===== src/design/dgrc_pkg.sv =====
// ----------------------------------------------------------------------------
// dgrc_pkg
// Types, constants and fixed-point helpers of the diagonal gated RNN cell.
// ----------------------------------------------------------------------------
package dgrc_pkg;

  localparam int DATA_WIDTH  = 16;
  localparam int FRAC_BITS   = 12;
  localparam int GATE_WIDTH  = FRAC_BITS + 1;       // 0 .. ONE
  localparam int CAND_WIDTH  = FRAC_BITS + 2;       // -ONE .. ONE, signed
  localparam int PROD_WIDTH  = 2 * DATA_WIDTH;
  localparam int SUM_WIDTH   = PROD_WIDTH + 2;
  localparam int BLEND_WIDTH = DATA_WIDTH + GATE_WIDTH + 1;
  localparam int ABS_WIDTH   = DATA_WIDTH + 2;      // holds 2*|z|
  localparam int Y32_WIDTH   = FRAC_BITS + 7;       // holds 32*ONE plus rounding

  localparam int ONE = 1 << FRAC_BITS;

  localparam logic [Y32_WIDTH-1:0] Y32_ONE = Y32_WIDTH'(32 * ONE);

  localparam logic signed [SUM_WIDTH-1:0] SAT_HI = SUM_WIDTH'((1 << (DATA_WIDTH - 1)) - 1);
  localparam logic signed [SUM_WIDTH-1:0] SAT_LO = SUM_WIDTH'(-(1 << (DATA_WIDTH - 1)));
  localparam logic signed [SUM_WIDTH-1:0] ROUND_HALF = SUM_WIDTH'(1 << (FRAC_BITS - 1));

  typedef logic signed [DATA_WIDTH-1:0] data_t;

  typedef struct packed {
    data_t hidden_prev;
    data_t input_value;
    data_t gate_projection;
    data_t hidden_weight;
    data_t input_weight;
    data_t gate_weight;
    data_t candidate_bias;
    data_t gate_bias;
  } src_req_t;

  typedef struct packed {
    data_t                 hidden_next;
    data_t                 candidate_preact;
    logic [GATE_WIDTH-1:0] gate_value;
  } dst_req_t;

  // Round to FRAC_BITS fraction bits: add half, floor.
  function automatic logic signed [SUM_WIDTH-1:0] round_fx(
    input logic signed [SUM_WIDTH-1:0] v
  );
    return (v + ROUND_HALF) >>> FRAC_BITS;
  endfunction

  function automatic data_t sat_data(input logic signed [SUM_WIDTH-1:0] v);
    data_t r;
    if (v > SAT_HI) begin
      r = SAT_HI[DATA_WIDTH-1:0];
    end else if (v < SAT_LO) begin
      r = SAT_LO[DATA_WIDTH-1:0];
    end else begin
      r = v[DATA_WIDTH-1:0];
    end
    return r;
  endfunction

  // 32 * piecewise-linear sigmoid of a non-negative argument.
  function automatic logic [Y32_WIDTH-1:0] plan32(input logic [ABS_WIDTH-1:0] a);
    logic [ABS_WIDTH+2:0] a8;
    logic [Y32_WIDTH-1:0] y;
    a8 = {a, 3'b000};
    if (a >= ABS_WIDTH'(5 * ONE)) begin
      y = Y32_ONE;
    end else if (a8 >= (ABS_WIDTH + 3)'(19 * ONE)) begin
      y = Y32_WIDTH'(a) + Y32_WIDTH'(27 * ONE);
    end else if (a >= ABS_WIDTH'(ONE)) begin
      y = Y32_WIDTH'({a, 2'b00}) + Y32_WIDTH'(20 * ONE);
    end else begin
      y = Y32_WIDTH'(a8) + Y32_WIDTH'(16 * ONE);
    end
    return y;
  endfunction

  function automatic logic [ABS_WIDTH-1:0] abs_data(input data_t z);
    logic signed [ABS_WIDTH-1:0] zx;
    zx = ABS_WIDTH'(z);
    return zx[ABS_WIDTH-1] ? ABS_WIDTH'(-zx) : ABS_WIDTH'(zx);
  endfunction

endpackage


===== src/design/dgrc_act.sv =====
// ----------------------------------------------------------------------------
// dgrc_act
// Piecewise-linear sigmoid for the gate and tanh for the candidate.
// ----------------------------------------------------------------------------
module dgrc_act (
  input  dgrc_pkg::data_t                        gate_z,
  input  dgrc_pkg::data_t                        preact,
  output logic [dgrc_pkg::GATE_WIDTH-1:0]        gate_value,
  output logic signed [dgrc_pkg::CAND_WIDTH-1:0] candidate
);

  logic [dgrc_pkg::ABS_WIDTH-1:0] gate_abs;
  logic [dgrc_pkg::ABS_WIDTH-1:0] cand_abs;
  logic [dgrc_pkg::ABS_WIDTH-1:0] cand_abs2;
  logic [dgrc_pkg::Y32_WIDTH-1:0] gate_y32;
  logic [dgrc_pkg::Y32_WIDTH-1:0] gate_y32_signed;
  logic [dgrc_pkg::Y32_WIDTH-1:0] gate_rnd;
  logic [dgrc_pkg::Y32_WIDTH-1:0] cand_y32;
  logic [dgrc_pkg::Y32_WIDTH:0]   cand_t32;
  logic [dgrc_pkg::Y32_WIDTH:0]   cand_rnd;
  logic [dgrc_pkg::CAND_WIDTH-1:0] cand_mag;

  // sigmoid: mirror around one half for negative input
  assign gate_abs        = dgrc_pkg::abs_data(gate_z);
  assign gate_y32        = dgrc_pkg::plan32(gate_abs);
  assign gate_y32_signed = gate_z[dgrc_pkg::DATA_WIDTH-1] ? (dgrc_pkg::Y32_ONE - gate_y32)
                                                          : gate_y32;
  assign gate_rnd        = gate_y32_signed + dgrc_pkg::Y32_WIDTH'(16);
  assign gate_value      = dgrc_pkg::GATE_WIDTH'(gate_rnd >> 5);

  // tanh(z) = 2*sigmoid(2|z|) - 1, sign restored afterwards
  assign cand_abs  = dgrc_pkg::abs_data(preact);
  assign cand_abs2 = {cand_abs[dgrc_pkg::ABS_WIDTH-2:0], 1'b0};
  assign cand_y32  = dgrc_pkg::plan32(cand_abs2);
  assign cand_t32  = {cand_y32, 1'b0} - {1'b0, dgrc_pkg::Y32_ONE};
  assign cand_rnd  = cand_t32 + (dgrc_pkg::Y32_WIDTH + 1)'(16);
  assign cand_mag  = dgrc_pkg::CAND_WIDTH'(cand_rnd >> 5);
  assign candidate = preact[dgrc_pkg::DATA_WIDTH-1] ? -$signed(cand_mag) : $signed(cand_mag);

endmodule


===== src/design/diagonal_gated_rnn_cell_forward_unit.sv =====
// ----------------------------------------------------------------------------
// diagonal_gated_rnn_cell_forward_unit
// Forward step of a diagonal gated recurrent cell, one hidden element per request.
// ----------------------------------------------------------------------------
// Usage
//   src channel: one request per hidden element, carrying h, x, the gate
//   projection and the element's diagonal weights and biases. A request is
//   taken on a rising edge with src_valid high and src_stall low.
//   dst channel: one response per request, in order: the blended hidden
//   value, the saturated candidate pre-activation and the gate (0..4096).
// Timing
//   Five register stages: products, rounded sums, activations, blend
//   products, rounded and saturated output. Throughput is one request per
//   cycle while dst_stall is low, set by the fully pipelined multipliers of
//   stages one and four.
// Stall
//   Each stage loads when it is empty or the stage after it moves, so
//   bubbles are squeezed out. A held dst_stall freezes the output register
//   and backs up the pipe; src_stall rises only when all five stages are full.
// Reset
//   rst (synchronous, active high) clears the stage valid bits; no state is
//   kept between requests, so nothing else needs clearing.
// ----------------------------------------------------------------------------
module diagonal_gated_rnn_cell_forward_unit (
  input  logic               clk,
  input  logic               rst,
  input  logic               src_valid,
  output logic               src_stall,
  input  dgrc_pkg::src_req_t src_data,
  output logic               dst_valid,
  input  logic               dst_stall,
  output dgrc_pkg::dst_req_t dst_data
);

  localparam int STAGES = 5;

  // valid bit and advance enable per stage (index 0 is stage one)
  logic [STAGES-1:0] stage_valid;
  logic [STAGES-1:0] stage_adv;

  always_comb begin
    stage_adv[STAGES-1] = !stage_valid[STAGES-1] || !dst_stall;
    for (int i = STAGES - 2; i >= 0; i--) begin
      stage_adv[i] = !stage_valid[i] || stage_adv[i+1];
    end
  end

  assign src_stall = !stage_adv[0];
  assign dst_valid = stage_valid[STAGES-1];

  always_ff @(posedge clk) begin
    if (rst) begin
      stage_valid <= '0;
    end else begin
      if (stage_adv[0]) begin
        stage_valid[0] <= src_valid;
      end
      for (int i = 1; i < STAGES; i++) begin
        if (stage_adv[i]) begin
          stage_valid[i] <= stage_valid[i-1];
        end
      end
    end
  end

  // ---- stage 1: the three weight products, exact ----
  logic signed [dgrc_pkg::PROD_WIDTH-1:0] s1_hw_prod;
  logic signed [dgrc_pkg::PROD_WIDTH-1:0] s1_xw_prod;
  logic signed [dgrc_pkg::PROD_WIDTH-1:0] s1_gw_prod;
  dgrc_pkg::data_t s1_h;
  dgrc_pkg::data_t s1_proj;
  dgrc_pkg::data_t s1_cbias;
  dgrc_pkg::data_t s1_gbias;

  always_ff @(posedge clk) begin
    if (stage_adv[0]) begin
      s1_hw_prod <= dgrc_pkg::PROD_WIDTH'(src_data.hidden_weight) *
                    dgrc_pkg::PROD_WIDTH'(src_data.hidden_prev);
      s1_xw_prod <= dgrc_pkg::PROD_WIDTH'(src_data.input_weight) *
                    dgrc_pkg::PROD_WIDTH'(src_data.input_value);
      s1_gw_prod <= dgrc_pkg::PROD_WIDTH'(src_data.gate_weight) *
                    dgrc_pkg::PROD_WIDTH'(src_data.hidden_prev);
      s1_h       <= src_data.hidden_prev;
      s1_proj    <= src_data.gate_projection;
      s1_cbias   <= src_data.candidate_bias;
      s1_gbias   <= src_data.gate_bias;
    end
  end

  // ---- stage 2: round each product, add the terms, saturate ----
  logic signed [dgrc_pkg::SUM_WIDTH-1:0] preact_sum;
  logic signed [dgrc_pkg::SUM_WIDTH-1:0] gate_sum;
  dgrc_pkg::data_t s2_preact;
  dgrc_pkg::data_t s2_gate_z;
  dgrc_pkg::data_t s2_h;

  assign preact_sum = dgrc_pkg::round_fx(dgrc_pkg::SUM_WIDTH'(s1_hw_prod)) +
                      dgrc_pkg::round_fx(dgrc_pkg::SUM_WIDTH'(s1_xw_prod)) +
                      dgrc_pkg::SUM_WIDTH'(s1_cbias);
  assign gate_sum   = dgrc_pkg::round_fx(dgrc_pkg::SUM_WIDTH'(s1_gw_prod)) +
                      dgrc_pkg::SUM_WIDTH'(s1_proj) +
                      dgrc_pkg::SUM_WIDTH'(s1_gbias);

  always_ff @(posedge clk) begin
    if (stage_adv[1]) begin
      s2_preact <= dgrc_pkg::sat_data(preact_sum);
      s2_gate_z <= dgrc_pkg::sat_data(gate_sum);
      s2_h      <= s1_h;
    end
  end

  // ---- stage 3: sigmoid and tanh ----
  logic [dgrc_pkg::GATE_WIDTH-1:0]        act_gate;
  logic signed [dgrc_pkg::CAND_WIDTH-1:0] act_cand;
  logic [dgrc_pkg::GATE_WIDTH-1:0]        s3_gate;
  logic signed [dgrc_pkg::CAND_WIDTH-1:0] s3_cand;
  dgrc_pkg::data_t s3_preact;
  dgrc_pkg::data_t s3_h;

  dgrc_act u_act (
    .gate_z     (s2_gate_z),
    .preact     (s2_preact),
    .gate_value (act_gate),
    .candidate  (act_cand)
  );

  always_ff @(posedge clk) begin
    if (stage_adv[2]) begin
      s3_gate   <= act_gate;
      s3_cand   <= act_cand;
      s3_preact <= s2_preact;
      s3_h      <= s2_h;
    end
  end

  // ---- stage 4: blend products (1-g)*h and g*c ----
  logic [dgrc_pkg::GATE_WIDTH-1:0]         keep_gate;
  logic signed [dgrc_pkg::BLEND_WIDTH-1:0] keep_op;
  logic signed [dgrc_pkg::BLEND_WIDTH-1:0] gate_op;
  logic signed [dgrc_pkg::BLEND_WIDTH-1:0] s4_keep_prod;
  logic signed [dgrc_pkg::BLEND_WIDTH-1:0] s4_cand_prod;
  logic [dgrc_pkg::GATE_WIDTH-1:0]         s4_gate;
  dgrc_pkg::data_t s4_preact;

  assign keep_gate = dgrc_pkg::GATE_WIDTH'(dgrc_pkg::ONE) - s3_gate;
  assign keep_op   = dgrc_pkg::BLEND_WIDTH'({1'b0, keep_gate});
  assign gate_op   = dgrc_pkg::BLEND_WIDTH'({1'b0, s3_gate});

  always_ff @(posedge clk) begin
    if (stage_adv[3]) begin
      s4_keep_prod <= keep_op * dgrc_pkg::BLEND_WIDTH'(s3_h);
      s4_cand_prod <= gate_op * dgrc_pkg::BLEND_WIDTH'(s3_cand);
      s4_gate      <= s3_gate;
      s4_preact    <= s3_preact;
    end
  end

  // ---- stage 5: add, round, saturate into the output register ----
  logic signed [dgrc_pkg::SUM_WIDTH-1:0] blend_sum;

  assign blend_sum = dgrc_pkg::SUM_WIDTH'(s4_keep_prod) + dgrc_pkg::SUM_WIDTH'(s4_cand_prod);

  always_ff @(posedge clk) begin
    if (stage_adv[4]) begin
      dst_data.hidden_next      <= dgrc_pkg::sat_data(dgrc_pkg::round_fx(blend_sum));
      dst_data.candidate_preact <= s4_preact;
      dst_data.gate_value       <= s4_gate;
    end
  end

endmodule


===== config.mk =====
export PLATFORM = sky130hd
export DESIGN_NAME = diagonal_gated_rnn_cell_forward_unit
export DESIGN_NICKNAME = d
export VERILOG_FILES = /design/src/design/dgrc_pkg.sv /design/src/design/dgrc_act.sv /design/src/design/diagonal_gated_rnn_cell_forward_unit.sv
export SDC_FILE = /design/constraint.sdc
export NUM_CORES = 2
export LEC_CHECK = 0
export BUFFER_PORTS_ARGS = -buffer_cell sky130_fd_sc_hd__buf_2
export CAP_MARGIN = 10
export CORE_MARGIN = 2
export CORE_UTILIZATION = 40
export DETAILED_ROUTE_END_ITERATION = 6
export PLACE_DENSITY_LB_ADDON = 0.25
export SLEW_MARGIN = 20
export SYNTH_ARGS = -nofsm -noshare
export SYNTH_HDL_FRONTEND = slang
export SYNTH_SLANG_ARGS = --single-unit

===== constraint.sdc =====
create_clock -name clk -period 23.2 [get_ports clk]
set_input_delay 4.64 -clock clk [delete_from_list [all_inputs] [get_ports clk]]
set_output_delay 4.64 -clock clk [all_outputs]
set_load 0.02 [all_outputs]

==> results.py <==
metrics = {
    "timing": {
        "rsz0062_at_grt": "false",
        "finalHoldViolations": 0,
        "min_period_ns": 10.90,
        "slew_violations": 0,
        "max_slew_margin_pct": 23.3,
        "finalCritPeriodShare_pct": 47.0,
        "finClkSkew_ns": 0.0358,
        "finalSetupViolations": 0,
        "tightestPinTransition_ns": 1.14,
        "tns_ns": 0,
        "fmax_mhz": 91.8,
    },
    "clocking": {
        "cts_resized": 0,
        "clk_pin_slew_ns": 0.05,
        "cts_tree": "done",
        "cts_root_buf": "clkbuf_16",
        "clock_sinks": 371,
        "htreeDepth": 2,
        "postCtsHoldBufs": 0,
        "clk_path_buf_depth": 3,
        "clk-insertion-delay-late_ns": 0.63,
        "post-cts-setup-buffers": 0,
        "cts_made_buffers": 48,
    },
    "place": {
        "hpwl_mm": 114,
        "globalplace.congestion": 0.865,
        "numPortBuffers": 178,
    },
    "hold_path": {
        "min_path_cells": 0,
        "worstHoldPathType": "reg2reg",
        "min-delay-start": "s2_h[12]",
        "hold-path-endpoint": "s3_h[12]",
    },
    "floorplanning": {
        "placementRows": 145,
        "die-area_mm2": 0.161,
        "core_mm2": 0.157,
        "initial_core_util_pct": 40.3,
        "die_w_um": 401,
        "ios": 179,
        "die_y_um": 401,
    },
    "cells_and_area": {
        "fin_nets": 8305,
        "final_cell_mix": "inv_1, fa_1, nand2_1",
        "final_common_cell": "inv_1",
        "area_growth_pct": 7.24,
        "drive_gt1_share_pct": 5.19,
        "final_util_pct": 43.3,
        "nFillCells": 15146,
    },
    "global_route": {
        "grtUsageMet2_pct": 30.8,
        "gr-max-usage-layer": "met2",
        "grt_max_degree": 65,
        "grt_pass1_wl_mm": 238,
        "grt_util_met3_pct": 2.58,
        "grtUsageMet1_pct": 24.9,
        "grt_overflow": 0,
        "grtUsageTotal_pct": 18.2,
        "grt_pass1_vias": 46086,
        "antenna_found_initial": 9,
    },
    "synthesis": {
        "synth-edff-count": 366,
        "yosysTopAreaCell": "fa_1",
        "synth-xor-area-share_pct": 4.75,
        "synth_compound_area_share_pct": 5.96,
        "syn_inst": 6429,
        "synth_top_family_by_area": "adder cells",
        "async_reset_ff_share_pct": 0,
        "synth_area_leaders": "fa_1, edfxtp_1, ha_1",
        "synth_nets": 8262,
        "avgSynthCellArea_um2": 9.83,
        "muxShareOfSynthArea_pct": 0.553,
        "ys.flop_type": "edfxtp_1",
        "yosysUniqueCellTypes": 82,
        "synth_seq_area_share_pct": 17.6,
        "ys_ff_latch": 371,
        "synthAdderAreaFrac_pct": 47.5,
        "netlist.area_leader.share_pct": 36.7,
        "synthesis.area_mm2": 0.0632,
        "ys_warn_count": 0,
        "yosys.area_share.simple_pct": 13.8,
    },
    "setup_path": {
        "crit_buf_inv": 4,
        "cp_common_cell": "fa_1",
        "cp_slowest_stage_delay_ns": 0.81,
        "r2r_setup_slack_ns": 14.63,
        "r2r-end": "s4_keep_prod[28]",
        "slowest_stage": "a2111oi_0",
        "reg2reg_depth": 26,
        "start_kind": "primary input",
        "cp_cell_sequence": "buf_2 > nand2_1 > fa_1 > fa_1 > inv_1 > ha_1 > fa_1 > ha_1 > inv_1 > fa_1 > inv_1 > ha_1 > a21oi_1 > o21ai_0 > a2111oi_0 > o31a_1 > o211ai_1 > a31oi_1 > o31a_1 > a21oi_1 > o31a_1 > nor4_1 > a311oi_1",
        "worstSetupPathType": "in2reg",
        "arrival_ns": 11.24,
        "path_max_fanout": 31,
        "reg2reg_from": "s3_gate[1]",
        "cp-end-kind": "register",
        "required_ns": 23.55,
        "crit_family": "adder cells",
    },
    "drt": {
        "drt_iter0_markers": 1823,
        "drt_first_pass_iters": 5,
        "avgViaCountPerCell": 4.98,
        "ant_nets": 0,
        "wl_per_cell_um": 16.5,
        "routed-via-count": 42654,
        "routed_wl_mm": 142,
        "drc": 0,
    },
    "run": {
        "maxCapViolCount": 0,
    },
    "outcome": {
        "run_status": "finished, final reports clean",
    },
}
cell usage after synthesis (14+ instances only):
library cell / instances
nor4_1: 16
o21bai_1: 24
nor2b_1: 38
a211oi_1: 24
a31oi_1: 15
a21o_1: 69
and2_1: 501
o31ai_1: 18
nand4_1: 14
mux2i_1: 24
fa_1: 1159
a21oi_1: 146
or3_1: 15
nor3_1: 47
o21a_1: 32
and3_1: 42
xnor2_1: 210
nand3_1: 77
xor2_1: 131
inv_1: 1450
ha_1: 542
edfxtp_1: 366
nand2b_1: 60
o21ai_0: 106
nor2_1: 182
clkbuf_1: 205
nand2_1: 705
cell families (layout without fill, tap and decap cells):
logic type	after synthesis	after routing
AND/OR/NAND/NOR	1752	1752
flip-flops	371	371
adder cells (fa/ha/maj)	1701	1701
AO/OA/AOI/OAI	562	562
buffers and inverters	1668	1750
XOR/XNOR	342	342
other	0	1
multiplexers	33	33
through the flow:
| stage | setup WS (ns) | hold slack [ns] | instances | instance area [um2] |
|---|---|---|---|---|
| after floorplan | 8.73 | 0.400 | 6429 | 63200 |
| after global placement | 11.60 | 0.402 | 8480 | 66100 |
| after detailed placement | 11.50 | 0.405 | 8480 | 66100 |
| after CTS | 12.19 | 0.417 | 8569 | 67700 |
| after global routing | 11.78 | 0.420 | 8569 | 67700 |
| final | 12.30 | 0.417 | 8570 | 67700 |
routing by layer:
layer	share of wire (%)	vias to the layer above
li1	-	19889
met1	45	21752
met2	48	839
met3	4.6	170
met4	2.1	4
met5	0.018	-
how the worst max path moves through the flow:
stage,start,to,slack [ns],cells past startpoint
global placement,src_data[113],s1_hw_prod[31],11.60,23
floorplan,dst_stall,src_stall,8.73,4
global route,src_data[113],s1_hw_prod[31],11.78,23
CTS,src_data[117],s1_hw_prod[31],12.19,23
detailed placement,src_data[114],s1_hw_prod[31],11.50,23
finish,src_data[113],s1_hw_prod[31],12.30,23
flip-flops by register name (all words and copies together), names as in the netlist:
| signal | cells |
|---|---|
| s3_gate | 13 |
| s4_preact | 16 |
| stage_valid | 5 |
| s1_gbias | 16 |
| s3_preact | 16 |
| s4_keep_prod | 30 |
| s1_xw_prod | 21 |
| s2_h | 16 |
| s1_proj | 16 |
| s1_h | 16 |
| s1_cbias | 16 |
| s2_gate_z | 16 |
| s1_hw_prod | 21 |
| s4_gate | 13 |
| s4_cand_prod | 28 |
| s1_gw_prod | 21 |
| s3_h | 16 |
| s3_cand | 14 |
| s2_preact | 16 |
| dst_data | 45 |
cell type report:
type                       count  area [um2]  area share [%]
multi-input combinational   4390       45900            67.7
sequential                   371       11100            16.4
inverter                    1451        5450            8.04
tap                         2058        2570            3.80
clock buffer                  53        1220            1.80
timing repair buffer         210        1130            1.67
clock inverter                36         415           0.613
antenna                        1        2.50         0.00369
Power is left out: the tool's default activity adds up to more than one toggle a clock period on the data nets, which glitch-free logic cannot reach.
